==> config.mk <==
export PLATFORM = sky130hd
export DESIGN_NAME = accumulator_alu_8bit_bcd_top
export DESIGN_NICKNAME = d
export VERILOG_FILES = /design/src/sv/acc_alu_pkg.sv /design/src/sv/accumulator_alu_8bit_bcd_top.sv
export SDC_FILE = /design/constraint.sdc
export NUM_CORES = 1
export LEC_CHECK = 0
export ABC_AREA = 1
export BUFFER_PORTS_ARGS = -buffer_cell sky130_fd_sc_hd__buf_2
export CORE_UTILIZATION = 65
export DETAILED_ROUTE_END_ITERATION = 6
export PLACE_DENSITY = 0.85
export SLEW_MARGIN = 10
export SYNTH_ARGS = -nofsm -noshare
export SYNTH_HDL_FRONTEND = slang
export SYNTH_SLANG_ARGS = --single-unit
==> constraint.sdc <==
create_clock -name clock -period 8.3 [get_ports clock]
set_clock_uncertainty 0.1 [all_clocks]
set_input_delay 1.66 -clock clock [delete_from_list [all_inputs] [get_ports clock]]
set_output_delay 1.66 -clock clock [all_outputs]
set_load 0.01 [all_outputs]
==> src/sv/acc_alu_pkg.sv <==
// Package for the accumulator unit: operation codes, status bits and arithmetic helpers.
package acc_alu_pkg;

   localparam int DATA_W = 8;
   localparam int FUNC_W = 5;

   localparam int FLAG_CY_BIT = 7;
   localparam int FLAG_OV_BIT = 6;
   localparam int FLAG_IE_BIT = 3;
   localparam int FLAG_KEEP_BIT = 4;

   typedef enum logic [FUNC_W-1:0] {
      FUNC_LD   = 5'd0,
      FUNC_AND  = 5'd1,
      FUNC_OR   = 5'd2,
      FUNC_XOR  = 5'd3,
      FUNC_DAD  = 5'd4,
      FUNC_ADD  = 5'd5,
      FUNC_CAD  = 5'd6,
      FUNC_ILD  = 5'd7,
      FUNC_DLD  = 5'd8,
      FUNC_LDE  = 5'd9,
      FUNC_XAE  = 5'd10,
      FUNC_ANE  = 5'd11,
      FUNC_ORE  = 5'd12,
      FUNC_XRE  = 5'd13,
      FUNC_DAE  = 5'd14,
      FUNC_ADE  = 5'd15,
      FUNC_CAE  = 5'd16,
      FUNC_SR   = 5'd17,
      FUNC_SRL  = 5'd18,
      FUNC_RR   = 5'd19,
      FUNC_RRL  = 5'd20,
      FUNC_CCL  = 5'd21,
      FUNC_SCL  = 5'd22,
      FUNC_IEN  = 5'd23,
      FUNC_DINT = 5'd24,
      FUNC_CSA  = 5'd25,
      FUNC_CAS  = 5'd26
   } func_type;

   typedef struct packed {
      logic [DATA_W-1:0] acc;
      logic [DATA_W-1:0] st;
   } alu_res_type;

   // binary add with carry in; sets carry and two's complement overflow
   function automatic alu_res_type bin_add(input logic [DATA_W-1:0] a,
                                           input logic [DATA_W-1:0] b,
                                           input logic [DATA_W-1:0] st);
      logic [DATA_W:0] r;
      alu_res_type     res;
      r = {1'b0, a} + {1'b0, b} + {{DATA_W{1'b0}}, st[FLAG_CY_BIT]};
      res.acc = r[DATA_W-1:0];
      res.st = st;
      res.st[FLAG_CY_BIT] = r[DATA_W];
      res.st[FLAG_OV_BIT] = (a[7] == b[7]) && (a[7] != r[7]);
      return res;
   endfunction

   // BCD add with carry; high digit sum kept in 9 bits, overflow untouched
   function automatic alu_res_type dec_add(input logic [DATA_W-1:0] a,
                                           input logic [DATA_W-1:0] b,
                                           input logic [DATA_W-1:0] st);
      logic [4:0]      lo;
      logic [DATA_W:0] hi;
      logic [DATA_W:0] sum;
      alu_res_type     res;
      lo = {1'b0, a[3:0]} + {1'b0, b[3:0]} + {4'd0, st[FLAG_CY_BIT]};
      hi = {1'b0, a[7:4], 4'd0} + {1'b0, b[7:4], 4'd0};
      res.st = st;
      if (lo > 5'h09) begin
         lo = lo - 5'h0A;
         hi = hi + 9'h010;
      end
      if (hi > 9'h090) begin
         hi = hi - 9'h0A0;
         res.st[FLAG_CY_BIT] = 1'b1;
      end else begin
         res.st[FLAG_CY_BIT] = 1'b0;
      end
      sum = hi + {4'd0, lo};
      res.acc = sum[DATA_W-1:0];
      return res;
   endfunction

endpackage

==> src/sv/accumulator_alu_8bit_bcd_top.sv <==
// Accumulator unit top level: input register, one-pass ALU, result register.
//
// Accumulator, extension and status unit of an 8-bit processor. Each item on
// the req_ channel carries an operation code and the memory or immediate byte;
// the unit updates its accumulator, extension register and status byte (bit 7
// carry, bit 6 overflow, bit 3 interrupt enable) and returns all three plus an
// accumulator-is-zero flag on the rsp_ channel, one result per item. The
// accepting edge loads the input register; the item then passes through the
// ALU into the result register, which sets rsp_valid, once that register is
// empty or being drained. Throughput is one item per cycle while rsp_ready
// is high; the ALU reads the state written by the previous item in the same
// cycle that item moves to the result register, so back-to-back dependent
// operations need no bubbles. Both stages keep moving while rsp_ready is high;
// when the result register is held, the input register fills and then
// req_ready drops. Codes 27 to 31 leave the state unchanged and return it.
// ILD and DLD return the write-back byte in rsp_acc_out. Reset clears the
// accumulator, extension and status byte to zero.
module accumulator_alu_8bit_bcd_top
   import acc_alu_pkg::*;
(
   input  logic                clock,
   input  logic                reset,
   input  logic                req_valid,
   output logic                req_ready,
   input  logic [FUNC_W-1:0]   req_func,
   input  logic [DATA_W-1:0]   req_operand_byte,
   output logic                rsp_valid,
   input  logic                rsp_ready,
   output logic [DATA_W-1:0]   rsp_acc_out,
   output logic [DATA_W-1:0]   rsp_ext_out,
   output logic [DATA_W-1:0]   rsp_status_out,
   output logic                rsp_acc_zero
);

   // input register
   logic              s1_valid_ff;
   logic [FUNC_W-1:0] s1_func_ff;
   logic [DATA_W-1:0] s1_opnd_ff;

   // architectural state
   logic [DATA_W-1:0] acc_ff, acc_in;
   logic [DATA_W-1:0] ext_ff, ext_in;
   logic [DATA_W-1:0] st_ff, st_in;

   // result register
   logic              rsp_valid_ff;
   logic [DATA_W-1:0] rsp_acc_ff;
   logic [DATA_W-1:0] rsp_ext_ff;
   logic [DATA_W-1:0] rsp_st_ff;
   logic              rsp_zero_ff;

   logic s1_advance;
   logic req_take;

   // s1 moves on when the result register is empty or being drained
   assign s1_advance = s1_valid_ff && (!rsp_valid_ff || rsp_ready);
   assign req_ready  = !s1_valid_ff || s1_advance;
   assign req_take   = req_valid && req_ready;

   // ALU: one pass from current state and s1 item to next state
   always_comb begin
      alu_res_type res;
      logic [DATA_W-1:0] a;
      logic [DATA_W-1:0] b;
      logic [DATA_W-1:0] e;
      a = acc_ff;
      b = s1_opnd_ff;
      e = ext_ff;
      acc_in = acc_ff;
      ext_in = ext_ff;
      st_in  = st_ff;
      res    = '0;
      unique case (s1_func_ff)
         FUNC_LD:   acc_in = b;
         FUNC_AND:  acc_in = a & b;
         FUNC_OR:   acc_in = a | b;
         FUNC_XOR:  acc_in = a ^ b;
         FUNC_DAD: begin
            res = dec_add(a, b, st_ff);
            acc_in = res.acc;
            st_in  = res.st;
         end
         FUNC_ADD: begin
            res = bin_add(a, b, st_ff);
            acc_in = res.acc;
            st_in  = res.st;
         end
         FUNC_CAD: begin
            res = bin_add(a, ~b, st_ff);
            acc_in = res.acc;
            st_in  = res.st;
         end
         FUNC_ILD:  acc_in = b + 8'd1;
         FUNC_DLD:  acc_in = b - 8'd1;
         FUNC_LDE:  acc_in = e;
         FUNC_XAE: begin
            acc_in = e;
            ext_in = a;
         end
         FUNC_ANE:  acc_in = a & e;
         FUNC_ORE:  acc_in = a | e;
         FUNC_XRE:  acc_in = a ^ e;
         FUNC_DAE: begin
            res = dec_add(a, e, st_ff);
            acc_in = res.acc;
            st_in  = res.st;
         end
         FUNC_ADE: begin
            res = bin_add(a, e, st_ff);
            acc_in = res.acc;
            st_in  = res.st;
         end
         FUNC_CAE: begin
            res = bin_add(a, ~e, st_ff);
            acc_in = res.acc;
            st_in  = res.st;
         end
         FUNC_SR:   acc_in = {1'b0, a[DATA_W-1:1]};
         FUNC_SRL:  acc_in = {st_ff[FLAG_CY_BIT], a[DATA_W-1:1]};
         FUNC_RR:   acc_in = {a[0], a[DATA_W-1:1]};
         FUNC_RRL: begin
            // rotate through link: carry in at bit 7, bit 0 out to carry
            acc_in = {st_ff[FLAG_CY_BIT], a[DATA_W-1:1]};
            st_in[FLAG_CY_BIT] = a[0];
         end
         FUNC_CCL:  st_in[FLAG_CY_BIT] = 1'b0;
         FUNC_SCL:  st_in[FLAG_CY_BIT] = 1'b1;
         FUNC_IEN:  st_in[FLAG_IE_BIT] = 1'b1;
         FUNC_DINT: st_in[FLAG_IE_BIT] = 1'b0;
         FUNC_CSA:  acc_in = st_ff;
         FUNC_CAS: begin
            // bit 4 of status is not writable from the accumulator
            st_in = a;
            st_in[FLAG_KEEP_BIT] = st_ff[FLAG_KEEP_BIT];
         end
         default: ; // unused codes: no change
      endcase
   end

   always_ff @(posedge clock) begin
      if (reset) begin
         s1_valid_ff  <= 1'b0;
         rsp_valid_ff <= 1'b0;
         acc_ff       <= '0;
         ext_ff       <= '0;
         st_ff        <= '0;
      end else begin
         if (req_ready) begin
            s1_valid_ff <= req_valid;
         end
         if (s1_advance) begin
            rsp_valid_ff <= 1'b1;
            acc_ff       <= acc_in;
            ext_ff       <= ext_in;
            st_ff        <= st_in;
         end else if (rsp_ready) begin
            rsp_valid_ff <= 1'b0;
         end
      end
   end

   // payload registers, no reset
   always_ff @(posedge clock) begin
      if (req_take) begin
         s1_func_ff <= req_func;
         s1_opnd_ff <= req_operand_byte;
      end
      if (s1_advance) begin
         rsp_acc_ff  <= acc_in;
         rsp_ext_ff  <= ext_in;
         rsp_st_ff   <= st_in;
         rsp_zero_ff <= (acc_in == '0);
      end
   end

   assign rsp_valid      = rsp_valid_ff;
   assign rsp_acc_out    = rsp_acc_ff;
   assign rsp_ext_out    = rsp_ext_ff;
   assign rsp_status_out = rsp_st_ff;
   assign rsp_acc_zero   = rsp_zero_ff;

   // a result just produced must match the state it leaves behind
   a_rsp_matches_state: assert property (@(posedge clock) disable iff (reset)
      $past(s1_advance) |-> (rsp_acc_ff == acc_ff && rsp_ext_ff == ext_ff &&
                             rsp_st_ff == st_ff))
      else $error("result register disagrees with state");

   a_keep_bit4: assert property (@(posedge clock) disable iff (reset)
      (s1_advance && s1_func_ff != FUNC_CAS) |=> st_ff[FLAG_KEEP_BIT] ==
         $past(st_ff[FLAG_KEEP_BIT]))
      else $error("status bit 4 changed outside CAS");

   a_ext_only_xae: assert property (@(posedge clock) disable iff (reset)
      (s1_advance && s1_func_ff != FUNC_XAE) |=> ext_ff == $past(ext_ff))
      else $error("extension changed outside XAE");

   a_zero_flag: assert property (@(posedge clock) disable iff (reset)
      rsp_valid_ff |-> (rsp_zero_ff == (rsp_acc_ff == '0)))
      else $error("zero flag disagrees with accumulator");

   a_no_stall_when_free: assert property (@(posedge clock) disable iff (reset)
      !req_ready |-> (s1_valid_ff && rsp_valid_ff && !rsp_ready))
      else $error("input stalled while pipeline can move");

endmodule

## Word-level counts from Yosys, hierarchy flattened

Cells that the tools add are included.
W data, S select, Z words.

| operators by class | value |
|---|---|
| $add $sub $neg | 24 |
| order comparisons | 4 |
| equal/unequal tests | 34 |
| mux-type cells | 22 |
| bitwise gates (word level) | 8 |
| reduce and logical (&&, ||, !) cells | 15 |

Operators by type and width:

| kind | number |
|---|---|
| $pmux W8 S20 | 1 |
| $eq A5 B5 Y1 const B | 11 |
| $add A8 B8 Y9 | 6 |
| $eq A5 B4 Y1 const B | 8 |
| $mux W8 | 5 |
| $add A9 B1 Y9 | 4 |
| $mux W9 | 4 |
| $eq A5 B3 Y1 const B | 4 |
| $mux W5 | 4 |
| $add A9 B5 Y9 const B | 2 |
| $gt A9 B8 Y1 const B | 2 |
| $add A8 B5 Y8 | 2 |
| $and A8 B8 Y8 | 2 |
| $not A8 Y8 | 2 |
| $or A8 B8 Y8 | 2 |
| $sub A8 B8 Y8 const B | 2 |
| $xor A8 B8 Y8 | 2 |
| $pmux W3 S5 | 1 |
| $add A4 B4 Y5 | 2 |
| $add A5 B1 Y5 | 2 |
| $eq A5 B2 Y1 const B | 2 |
| $gt A5 B4 Y1 const B | 2 |
| $pmux W1 S10 | 1 |
| $sub A5 B4 Y5 const B | 2 |
| other kinds (15) | 32 |

| word-level totals | value |
|---|---|
| flip-flop bits (word level) | 64 |
| input bits | 17 |
| word-level logic and storage cells | 118 |

## Logic depth before layout (Yosys ltp)

| logic depth | value |
|---|---|
| word-level depth | 11 |
| gate-level depth with buffers | 30 |
| mapped depth without buffers | 29 |

## Least setup slack after synthesis

No wires, ideal clock.

| timing | value |
|---|---|
| kind | reg2reg |
| from | register acc_ff[0] |
| to | register rsp_zero_ff, in the netlist rsp_acc_zero (data pin) |
| library setup time | 0.138 ns |
| data arrival time | 3.780 ns |
| path slack | 4.282 ns |
| stages on the path, launching flop included | 29 |
| buffers on the path | 1 |
| cell sequence | dfxtp_1 inv_1 fa_1 inv_1 fa_1 inv_1 nand2_2 nand3_4 nand2_4 buf_8 nand2_1 nand2_1 ha_1 nand3_1 nand2_1 inv_1 nand2_1 nand2_1 nand2_1 nand2_2 ha_1 a32o_1 nor3_1 nand2_1 nor2_1 nand2_1 nor2_1 nand2_1 nor2_1 |

| between the ends | value |
|---|---|
| word-level cells in the longest chain between the ends | 11 |
| elaborated cells on any way between the ends | 42 |
| classes of those cells | add/sub (18); order compare (4); mux (13); bitwise (6); reduce/logical (1) |

RTL lines:

| item | RTL line | text |
|---|---|---|
| from (decl) | accumulator_alu_8bit_bcd_top.sv:41 | `logic [DATA_W-1:0] acc_ff, acc_in;` |
| from (signal assigned) | accumulator_alu_8bit_bcd_top.sv:153 | `acc_ff <= acc_in;` |
| $add A4 B4 Y5 | acc_alu_pkg.sv:69 | `lo = {1'b0, a[3:0]} + {1'b0, b[3:0]} + {4'd0, st[FLAG_CY_BIT]};` |
| $add A5 B1 Y5 | acc_alu_pkg.sv:69 |  |
| $gt A5 B4 Y1 | acc_alu_pkg.sv:72 | `if (lo > 5'h09) begin` |
| $mux W9 | acc_alu_pkg.sv:72 |  |
| $mux W9 | accumulator_alu_8bit_bcd_top.sv:73 | `unique case (s1_func_ff)` |
| $sub A8 B8 Y8 or $gt A9 B8 Y1 (tied branches) | acc_alu_pkg.sv:77, acc_alu_pkg.sv:76 |  |
| $mux W8 | acc_alu_pkg.sv:76 | `if (hi > 9'h090) begin` |
| $mux W8 | accumulator_alu_8bit_bcd_top.sv:73 |  |
| $add A8 B5 Y8 | acc_alu_pkg.sv:82 | `sum = hi + {4'd0, lo};` |
| $pmux W8 S20 (*) | accumulator_alu_8bit_bcd_top.sv:73 |  |
| $logic_not A8 Y1 (*) | accumulator_alu_8bit_bcd_top.sv:172 | `rsp_zero_ff <= (acc_in == '0);` |
| to (signal assigned) | accumulator_alu_8bit_bcd_top.sv:172 |  |
| to (decl) | accumulator_alu_8bit_bcd_top.sv:50 | `logic rsp_zero_ff;` |

Mark *: on every way between the ends. The rest lies on a longest branch, timed or not. The select of a mux whose other input is x is not followed.
A chain may end at the register's enable or synchronous reset.

## Worst setup path in the final report

Same ends and word-level chain as after synthesis.

==> impl_results.md <==
* Dpl cells at 1092
* DRC at 6
* Initial Util at 0.679
* Antenna violations before repair at 0
* Mapped Avg Cell Area at 6.73 um2
* Reg2Reg Depth at 29
* Clk_lat worst skew at 350 ps
* Layout cell share with drive strength beyond 1 at 0.111
* Die Ht at 101 um
* Ys async rst share at 0
* Tot Pwr at 1.12 mW
* Row cnt at 35
* Synthesis-to-finish area growth at 7.33%
* Remaining antenna violation count at 0
* Fin Setup TNS at 0 ps
* Clock Sinks at 62
* # hold bufs at CTS at 0
* Critical path class: reg -> reg
* First-pass GRT wire length at 31200 um
* Outcome: finished with violations
* Setup crit start kind: register
* Gate Count Post-Synth at 941
* Drt wl/cell at 17.7 um
* Routability Congestion at 1.02
* Final #Nets at 1046
* Final instance count without filler cells at 1108
* PD cells at 165 mW/mm2
* Critical path peak fanout at 10
* CTS H-tree depth at 3
* F_max at 0.213 GHz
* Reg2reg setup slack at 3610 ps
* FF-to-FF Start: acc_ff[0]
* CTS max path bufs at 2
* Crit-path max cell delay at 500 ps
* CP Capture Type: register
* CTS tree: built
* Setup bufs post-CTS at 0
* GRT Resource Usage Total at 0.403
* Iteration-0 DRC Markers at 735
* Top_reg_cell synth: edfxtp_1
* Mapped Nets at 1013
* Slew HR at 0.350
* Area of the multi-input gates at 0.00400 mm2
* Critical path endpoint: rsp_acc_zero
* Critical Path Source: acc_ff[0]
* Failing checks: design-rule violations
* P_leak at 3.36 nW
* #FFs+latches synth at 62
* Routed wire length at 19600 um
* Final hold vios at 0
* Std-Cell Core Area at 0.00933 mm2
* Count of final setup violators at 0
* Final Cycle Share at 0.565
* EDFF count, synth at 37
* N_diodes at 0
* R2r endpoint: rsp_acc_zero
* Max Transition Viols Final at 0
* Die W at 101 um
* Die Footprint at 0.0101 mm2
* Max cap viols at 0
* Worst-Margin Slew at 973 ps
* # resized after CTS at 0
* Worst min-delay path class: reg -> reg
* PortBufs at 42
* Vias in the first global route at 6140
* Sequential area share after synthesis at 0.255
* Final global-route overflow total at 0
* RSZ-0062 raised after global routing: no
* Peak supply drop at 0.138 mV
* Fill cells at 842
* CP required at 8420 ps
* Yosys cell types at 56
* Crit path DAT at 4810 ps
* Num ports at 44
* Cell area after synthesis at 0.00633 mm2
* Storage element area at 0.00161 mm2
* Pre-Repair DR Iteration Count at 7
* Via Count at 6733
* Clock transition at path regs at 80 ps
* Clk root buf: clkbuf_8
* Total CTS buffers at 9
* Most common cell on crit path: nand2_1
* DP Wirelength at 15100 um
* Via density per instance at 6.08
* Final min period at 4690 ps
* Synth warn at 0
* Cell at the slowest stage of the critical path: fa_1
* Largest net degree at the start of global routing at 33
## cells by family after synthesis
kind of cell | after synthesis | synth area share
fa+ha+maj | 55 | 0.122
buf+inv | 179 | 0.113
other cells | 1 | 0.000592
xor+xnor | 13 | 0.0204
simple gates | 429 | 0.302
flops | 62 | 0.255
compound gates | 202 | 0.187
## final cells by class
type                    instances  share of cell area
well taps                     129              0.0238
multi-input cells             700               0.589
inverters                     157              0.0867
repair buffers                 44              0.0331
clock buffers                  10              0.0203
clock inverters                 6             0.00994
flip-flops and latches         62               0.237
## cell usage after synthesis (4+ instances only)
| cell | instances | area share |
|---|---|---|
| xor2_1 | 6 | 0.0083 |
| buf_2 | 6 | 0.0047 |
| inv_2 | 9 | 0.0053 |
| dfxtp_1 | 25 | 0.079 |
| o2111ai_1 | 10 | 0.014 |
| inv_1 | 147 | 0.087 |
| nand3_1 | 69 | 0.055 |
| a21oi_1 | 55 | 0.043 |
| nand4_1 | 13 | 0.013 |
| nor3_1 | 11 | 0.0087 |
| edfxtp_1 | 37 | 0.18 |
| nand3b_1 | 4 | 0.0047 |
| o211ai_1 | 10 | 0.012 |
| nand2_1 | 208 | 0.12 |
| xnor2_1 | 5 | 0.0069 |
| o21ai_1 | 4 | 0.0032 |
| nor2_1 | 85 | 0.050 |
| o21ai_0 | 83 | 0.066 |
| a31oi_1 | 7 | 0.0069 |
| nand2_2 | 16 | 0.016 |
| or2_2 | 5 | 0.0049 |
| clkbuf_1 | 10 | 0.0059 |
| fa_1 | 11 | 0.035 |
| o22ai_1 | 7 | 0.0069 |
| a21oi_2 | 4 | 0.0055 |
| ha_1 | 44 | 0.087 |
| o31ai_1 | 4 | 0.0047 |
## state kept, by name (all words and copies together) (netlist names)
| signal | cells |
|---|---|
| st_ff | 7 |
| rsp_acc_out | 8 |
| rsp_acc_zero | 1 |
| rsp_ext_out | 8 |
| ext_ff | 8 |
| s1_valid_ff | 1 |
| rsp_status_out | 7 |
| acc_ff | 8 |
| rsp_valid | 1 |
| s1_opnd_ff | 8 |
| s1_func_ff | 5 |
## how the worst min path moves through the flow
stage	startpoint	endpoint	slack [ps]	depth (start not counted)
global route	rsp_valid	rsp_valid	470	2
global placement	rsp_valid	rsp_valid	400	2
finish	rsp_valid	rsp_valid	430	2
CTS	rsp_valid	rsp_valid	430	2
detailed placement	rsp_valid	rsp_valid	420	2
floorplan	rsp_valid	rsp_valid	420	2
## routing by layer
layer | up-vias | track usage | share of wire
met2 | 420 | 0.630 | 0.44
met5 | - | 0 | 0
li1 | 3194 | - | -
met3 | 107 | 0.0749 | 0.11
met4 | 0 | 0.220 | 0.052
met1 | 3012 | 0.529 | 0.40
## cell usage in the layout, fill, tap and decap left out, types with 3 or more instances in the layout
cell	synthesis	routed
buf_2	6	42
nand4_1	13	13
nand2_2	16	16
nor2_4	3	3
fa_1	11	11
nor4_1	3	3
edfxtp_1	37	37
a211oi_1	3	3
nand3_1	69	69
xnor2_1	5	5
or2_2	5	5
nor3_1	11	11
xor2_1	6	6
dfxtp_1	25	25
a31oi_1	7	7
inv_2	9	9
o21bai_1	3	3
nor2_1	85	85
a21oi_1	55	55
nand3b_1	4	4
nand2_1	208	208
o2111ai_1	10	10
a21oi_2	4	4
clkbuf_8	0	10
inv_1	147	147
o22ai_1	7	7
o31ai_1	4	4
ha_1	44	44
o21ai_1	4	4
o21ai_0	83	83
o211ai_1	10	10
nand3_2	3	3
## per-stage QoR
stage	worst slack [ps]	util	hold WS, ps	area, um2
after global placement	3900	0.706	396	6590
final	3610	0.728	429	6790
after CTS	3680	0.728	434	6790
after global routing	3260	0.728	469	6790
after detailed placement	3710	0.706	420	6590
after floorplan	4280	-	421	6330
## power by group
group,internal [mW],leakage [nW],switching [mW],total (mW)
clock,0.149,0.101,0.138,0.287
sequential,0.352,0.562,0.0295,0.381
combinational,0.150,2.70,0.305,0.455
total,0.651,3.36,0.472,1.12
## worst max-delay path: cells and delay by family, from the launching register on
family	cells	cell delay, ps
AO/OA/AOI/OAI	1	80
flip-flops	1	410
AND/OR/NAND/NOR	19	2000
buffers and inverters	5	570
adder cells (fa/ha/maj)	4	1400
(Power assumes the default switching activity.)
